--- src/irt_pkg.sv ---
// irt_pkg: shared types and constants of the inode reference table
// item structs, status and command codes, register indexes, sequencer states
// no dependencies
package irt_pkg;

  localparam int unsigned DEV_W   = 8;
  localparam int unsigned CLUS_W  = 28;
  localparam int unsigned OFF_W   = 22;
  localparam int unsigned SLOT_W  = 6;
  localparam int unsigned REF_W   = 16;
  localparam int unsigned KEY_W   = 44;
  localparam int unsigned CB_W    = 17;
  localparam int unsigned STAT_W  = 3;
  localparam int unsigned PROD_W  = CLUS_W + CB_W;
  localparam int unsigned CFG_A_W = 2;
  localparam int unsigned CFG_D_W = 28;
  localparam int unsigned DIV_CNT_W = $clog2(OFF_W + 1);

  localparam logic CMD_GET = 1'b0;
  localparam logic CMD_PUT = 1'b1;

  localparam logic [STAT_W-1:0] STAT_OK       = 3'd0;
  localparam logic [STAT_W-1:0] STAT_FULL     = 3'd1;
  localparam logic [STAT_W-1:0] STAT_MISMATCH = 3'd2;
  localparam logic [STAT_W-1:0] STAT_PUT_FREE = 3'd3;
  localparam logic [STAT_W-1:0] STAT_OVERFLOW = 3'd4;

  localparam logic [CFG_A_W-1:0] CFG_CLUSTER_BYTES = 2'd0;
  localparam logic [CFG_A_W-1:0] CFG_ROOT_START    = 2'd1;
  localparam logic [CFG_A_W-1:0] CFG_FAT32_MODE    = 2'd2;

  localparam logic [CB_W-1:0]   CLUSTER_BYTES_RST = 17'd4096;
  localparam logic [CLUS_W-1:0] ROOT_START_RST    = 28'd2;
  localparam logic              FAT32_MODE_RST    = 1'b1;

  localparam logic [REF_W-1:0] REF_MAX = 16'hFFFF;

  typedef struct packed {
    logic              cmd;
    logic [DEV_W-1:0]  device;
    logic [CLUS_W-1:0] dir_cluster;
    logic [OFF_W-1:0]  dir_offset;
    logic [SLOT_W-1:0] release_slot;
  } in_item_t;

  typedef struct packed {
    logic [SLOT_W-1:0] slot;
    logic [REF_W-1:0]  ref_count;
    logic [KEY_W-1:0]  entry_number;
    logic              fresh;
    logic [STAT_W-1:0] status;
  } out_item_t;

  typedef struct packed {
    logic [REF_W-1:0]  refs;
    logic [DEV_W-1:0]  device;
    logic [KEY_W-1:0]  key;
    logic [CLUS_W-1:0] cluster;
    logic [OFF_W-1:0]  offset;
  } rec_t;

  typedef struct packed {
    logic             start;
    logic [OFF_W-1:0] dividend;
    logic [CB_W-1:0]  divisor;
  } rem_req_t;

  typedef struct packed {
    logic             busy;
    logic [OFF_W-1:0] remainder;
  } rem_rsp_t;

  typedef enum logic [2:0] {
    S_IDLE,
    S_MUL,
    S_DIV,
    S_SCAN,
    S_PUT_RD,
    S_PUT_EV,
    S_DONE
  } irt_state_e;

endpackage

--- src/irt_rem_unit.sv ---
// irt_rem_unit: restoring remainder unit, one dividend bit per cycle
// a zero divisor passes the dividend through unchanged
// depends on irt_pkg
module irt_rem_unit (
  input  logic              clk_i,
  input  logic              rst_ni,
  input  irt_pkg::rem_req_t req_i,
  output irt_pkg::rem_rsp_t rsp_o
);
  import irt_pkg::*;

  logic                 busy_q, busy_d;
  logic [DIV_CNT_W-1:0] cnt_q, cnt_d;
  logic [OFF_W-1:0]     dvd_q, dvd_d;
  logic [OFF_W-1:0]     rem_q, rem_d;
  logic [CB_W-1:0]      div_q, div_d;
  logic [CB_W:0]        shifted;
  logic [CB_W:0]        step_val;

  always_comb begin
    shifted  = {rem_q[CB_W-1:0], dvd_q[OFF_W-1]};
    step_val = (shifted >= {1'b0, div_q}) ? shifted - {1'b0, div_q} : shifted;
  end

  always_comb begin
    busy_d = busy_q;
    cnt_d  = cnt_q;
    dvd_d  = dvd_q;
    rem_d  = rem_q;
    div_d  = div_q;
    if (req_i.start) begin
      div_d = req_i.divisor;
      if (req_i.divisor == '0) begin
        rem_d = req_i.dividend;
      end else begin
        busy_d = 1'b1;
        cnt_d  = DIV_CNT_W'(OFF_W);
        dvd_d  = req_i.dividend;
        rem_d  = '0;
      end
    end else if (busy_q) begin
      rem_d = OFF_W'(step_val);
      dvd_d = {dvd_q[OFF_W-2:0], 1'b0};
      cnt_d = cnt_q - 1'b1;
      if (cnt_q == DIV_CNT_W'(1)) begin
        busy_d = 1'b0;
      end
    end
  end

  always_ff @(posedge clk_i or negedge rst_ni) begin
    if (!rst_ni) begin
      busy_q <= 1'b0;
      cnt_q  <= '0;
    end else begin
      busy_q <= busy_d;
      cnt_q  <= cnt_d;
    end
  end

  always_ff @(posedge clk_i) begin
    dvd_q <= dvd_d;
    rem_q <= rem_d;
    div_q <= div_d;
  end

  assign rsp_o.busy      = busy_q;
  assign rsp_o.remainder = rem_q;

`ifndef SYNTHESIS
  a_start_idle: assert property (@(posedge clk_i) disable iff (!rst_ni)
    req_i.start |-> !busy_q) else $error("remainder unit restarted while busy");
  a_cnt_live: assert property (@(posedge clk_i) disable iff (!rst_ni)
    busy_q |-> cnt_q != '0) else $error("remainder unit busy with empty count");
  a_finish: assert property (@(posedge clk_i) disable iff (!rst_ni)
    (busy_q && !req_i.start && cnt_q == DIV_CNT_W'(1)) |=> !busy_q)
    else $error("remainder unit overran its step count");
  a_rem_range: assert property (@(posedge clk_i) disable iff (!rst_ni)
    $fell(busy_q) |-> rem_q < OFF_W'(div_q)) else $error("remainder not below divisor");
`endif

endmodule

--- config.mk ---
export PLATFORM = sky130hd
export DESIGN_NAME = irt_rem_unit
export DESIGN_NICKNAME = d
export VERILOG_FILES = /design/src/irt_pkg.sv /design/src/irt_rem_unit.sv
export SDC_FILE = /design/constraint.sdc
export NUM_CORES = 1
export LEC_CHECK = 0
export ABC_AREA = 1
export BUFFER_PORTS_ARGS = -buffer_cell sky130_fd_sc_hd__buf_2
export CORE_MARGIN = 1
export CORE_UTILIZATION = 55
export DETAILED_ROUTE_END_ITERATION = 7
export PLACE_DENSITY = 0.79
export SYNTH_ARGS = -nofsm -noshare
export SYNTH_HDL_FRONTEND = slang
export SYNTH_SLANG_ARGS = --single-unit
--- constraint.sdc ---
create_clock -name clk_i -period 2.5 [get_ports clk_i]
set_input_delay 0.25 -clock clk_i [delete_from_list [all_inputs] [get_ports clk_i]]
set_output_delay 0.25 -clock clk_i [all_outputs]
set_load 0.02 [all_outputs]
==> flow_summary.yaml <==
pwr:
  worst_ir_drop_vdd_v: 0.000550
  power.clock.fraction: 0.175
  power.sequential.fraction: 0.312
  post-layout-total-power_mw: 5.40
  cellLeakagePower_nw: 2.62
  net-switching-power_mw: 2.44
  powerDensity_nw_per_um2: 1080
  netSwitchingFraction: 0.453
  p_comb_frac: 0.513
  cellInternalPower_mw: 2.96
worst_hold_path:
  hold_path_depth: 1
  hold_class: "in2reg"
  hold_start: "req_i[12]"
  min_to: "div_q[12]"
setup_path:
  cp_data_required_time_ps: 2610
  critical_path.endpoint_type: "register"
  r2r-start: "rem_q[11]"
  worst_setup_path_start_kind: "register"
  r2r_end: "rem_q[17]"
  r2r_setup_slack_ps: 170
  crit_fanout: 18
  cp.arrival_ps: 2440
  rr_worst_depth: 11
  setup.worst_path.class: "reg2reg"
synth:
  number_of_enable_type_register_cells_in_the_synthesized_netlist: 61
  async_reset_ff_frac: 0.0896
  synth-seq-cells: 67
  synth.avg_cell_area_um2: 8.00
  ys_warn_count: 0
  yosys.area.top_type: "sky130_fd_sc_hd__edfxtp_1"
  synth.top_cells.by_area: "sky130_fd_sc_hd__edfxtp_1 42%, sky130_fd_sc_hd__nand2_1 17%, sky130_fd_sc_hd__inv_1 6.6%, sky130_fd_sc_hd__nand3_1 5.7%, sky130_fd_sc_hd__ha_1 5.4%"
  yosys.cell_types.count: 32
  synth.top_cell.area_share: 0.417
  synth_top_flop_cell: "sky130_fd_sc_hd__edfxtp_1"
  synth.cell_area_um2: 4390
  synth-seq-area-share: 0.451
  synthCells: 549
  synth.net_count: 611
sta:
  tightestPinTransition_ps: 602
  final.hold.worst_slack_ps: 81.7
  setup-violations-final: 0
  drv_slew: 0
  fin_ws_ps: 173
  achievable-frequency_ghz: 0.430
  setup_tns_ps: 0
  hold_violations: 0
  rsz0062_at_grt: "false"
  finalWorstPathRequiredPeriod_ps: 2330
  finalClockSkew_ps: 8.03
  period_share: 0.931
  max_slew_margin: 0.599
clock_tree:
  htree_levels: 3
  clk_root_buffer_cell: "sky130_fd_sc_hd__clkbuf_8"
  cts_tree: "built"
  count_of_instances_resized_after_the_clock_tree_is_built: 0
  cts_setup_buffers: 0
  worstSkewPairLatency_ps: 350
  cts_hold_buf: 1
  cts_sinks: 67
  clkTransAtPathRegs_ps: 80
  cts_inserted_buffers: 9
  clk_path_buf_depth: 2
finish:
  antenna_cells_inserted: 0
  final_nets: 678
  post-route-cell-area_um2: 5000
  syn_to_final_growth_pct: 13.9
  final_layout_size_suffix_gt1_frac: 0.184
  final_cell_count_no_fill: 723
  nFillCells: 678
  final_core_utilization: 0.647
die:
  core_area_um2: 7730
  io_pins: 65
  die_w_um: 91.4
  dieHeight_um: 91.4
  die_area_um2: 8350
  placement_rows: 32
  initial_core_util: 0.568
route:
  drt_first_pass_iters: 5
  detail_route.iter0.violations: 207
  remaining_drc_errors: 0
  num_vias: 3781
  route.detailed.wl_per_inst_um: 14.0
  final_wirelength_mm: 10.1
  detail-route-antenna-nets: 0
  vias_per_cell: 5.23
global_route:
  first_pass_grt_wire_length_mm: 16.9
  grt_antenna_before_repair: 0
  number_of_global_route_vias_before_repair: 3592
  grt_start_max_net_pins: 55
  grt_overflow_total: 0
  grtUsageTotal: 0.263
placed_design:
  dp_worst_setup_slack_ps: 214
  dp.final_hpwl_mm: 7.71
  buffer_ports.inserted: 64
  placed_cells: 706
  finalWeightedCongestion: 0.956
  postPlaceCellArea_um2: 4790
status:
  outcome: "finished clean"
run:
  maxCapViolCount: 0
Yosys cell counts (all sizes together) (2+ instances only):
cell type  number
a21oi          13
and2            2
buf             9
clkbuf          6
dfrtp           6
edfxtp         61
ha             19
inv            77
nand2         218
nand3          56
nand3b         20
nand4           5
nor2           30
nor3            6
o21ai           8
xnor2           5
xor2            3
cell usage in the layout (no fill, tap or decap), types with 13 or more instances in the layout:
| cell type | count |
|---|---|
| sky130_fd_sc_hd__edfxtp_1 | 61 |
| sky130_fd_sc_hd__a21oi_1 | 13 |
| sky130_fd_sc_hd__nand3b_1 | 20 |
| sky130_fd_sc_hd__buf_2 | 64 |
| sky130_fd_sc_hd__inv_1 | 77 |
| sky130_fd_sc_hd__ha_1 | 19 |
| sky130_fd_sc_hd__nand2_1 | 202 |
| sky130_fd_sc_hd__nor2_1 | 26 |
| sky130_fd_sc_hd__nand3_1 | 50 |
| sky130_fd_sc_hd__nand2_2 | 15 |
worst max-delay path by stage:
stage | from | endpoint | slack (ps)
detailed placement | rem_q[11] | rem_q[17] | 210
global route | rem_q[11] | rem_q[12] | 40
finish | rem_q[11] | rem_q[17] | 170
CTS | rem_q[11] | rem_q[17] | 200
global placement | rem_q[12] | rem_q[17] | 250
floorplan | rem_q[11] | rem_q[10] | 390
state kept, by name, summed over array words and instances, names as in the netlist:
register,flops
rem_q,22
busy_q,1
dvd_q,22
cnt_q,5
div_q,17
kinds of logic (layout without fill, tap and decap cells):
| group | Yosys count | after routing | synth area share |
|---|---|---|---|
| buffers and inverters | 93 | 165 | 0.0880 |
| and+or+nand+nor | 338 | 338 | 0.359 |
| xor gates and xnor gates | 8 | 8 | 0.0160 |
| adders and majority gates | 20 | 20 | 0.0587 |
| AOI/OAI and AO/OA | 23 | 23 | 0.0274 |
| DFF | 67 | 67 | 0.451 |
worst max-delay path, stage by stage (launching register included):
cell and delay (ps):
sky130_fd_sc_hd__edfxtp_1 460, sky130_fd_sc_hd__ha_1 400, sky130_fd_sc_hd__nand2_2 140, sky130_fd_sc_hd__inv_1 50, sky130_fd_sc_hd__nand2_1 50, sky130_fd_sc_hd__nand2_1 70
sky130_fd_sc_hd__nand2_1 70, sky130_fd_sc_hd__nand2_2 60, sky130_fd_sc_hd__nor2_4 400, sky130_fd_sc_hd__nand2_8 180, sky130_fd_sc_hd__nand3_1 140, sky130_fd_sc_hd__nand2_1 50
cell type report:
cell class | instances | area [µm²] | area share
clock inverter | 6 | 72.6 | 0.0145
multi-input combinational | 389 | 2020 | 0.405
clock buffer | 10 | 128 | 0.0255
inverter | 78 | 293 | 0.0585
tap | 102 | 128 | 0.0255
sequential | 67 | 1980 | 0.396
timing repair buffer | 71 | 375 | 0.0751
per-layer routing:
| metal | track usage | part of all wire | vias to the layer above |
|---|---|---|---|
| li1 | - | - | 1904 |
| met1 | 0.345 | 0.44 | 1734 |
| met2 | 0.435 | 0.48 | 120 |
| met3 | 0.0410 | 0.053 | 23 |
| met4 | 0.110 | 0.025 | 0 |
| met5 | 0 | 0 | - |
power groups by stage:
stage	sequential [mW]	clock, mW	combinational, mW
after global placement	1.70	0	2.68
after floorplan	1.82	0	2.00
final	1.69	0.942	2.77
after global routing	1.71	0.993	3.09
after detailed placement	1.70	0	2.72
after CTS	1.68	0.951	2.74
(Power assumes the default switching activity.)
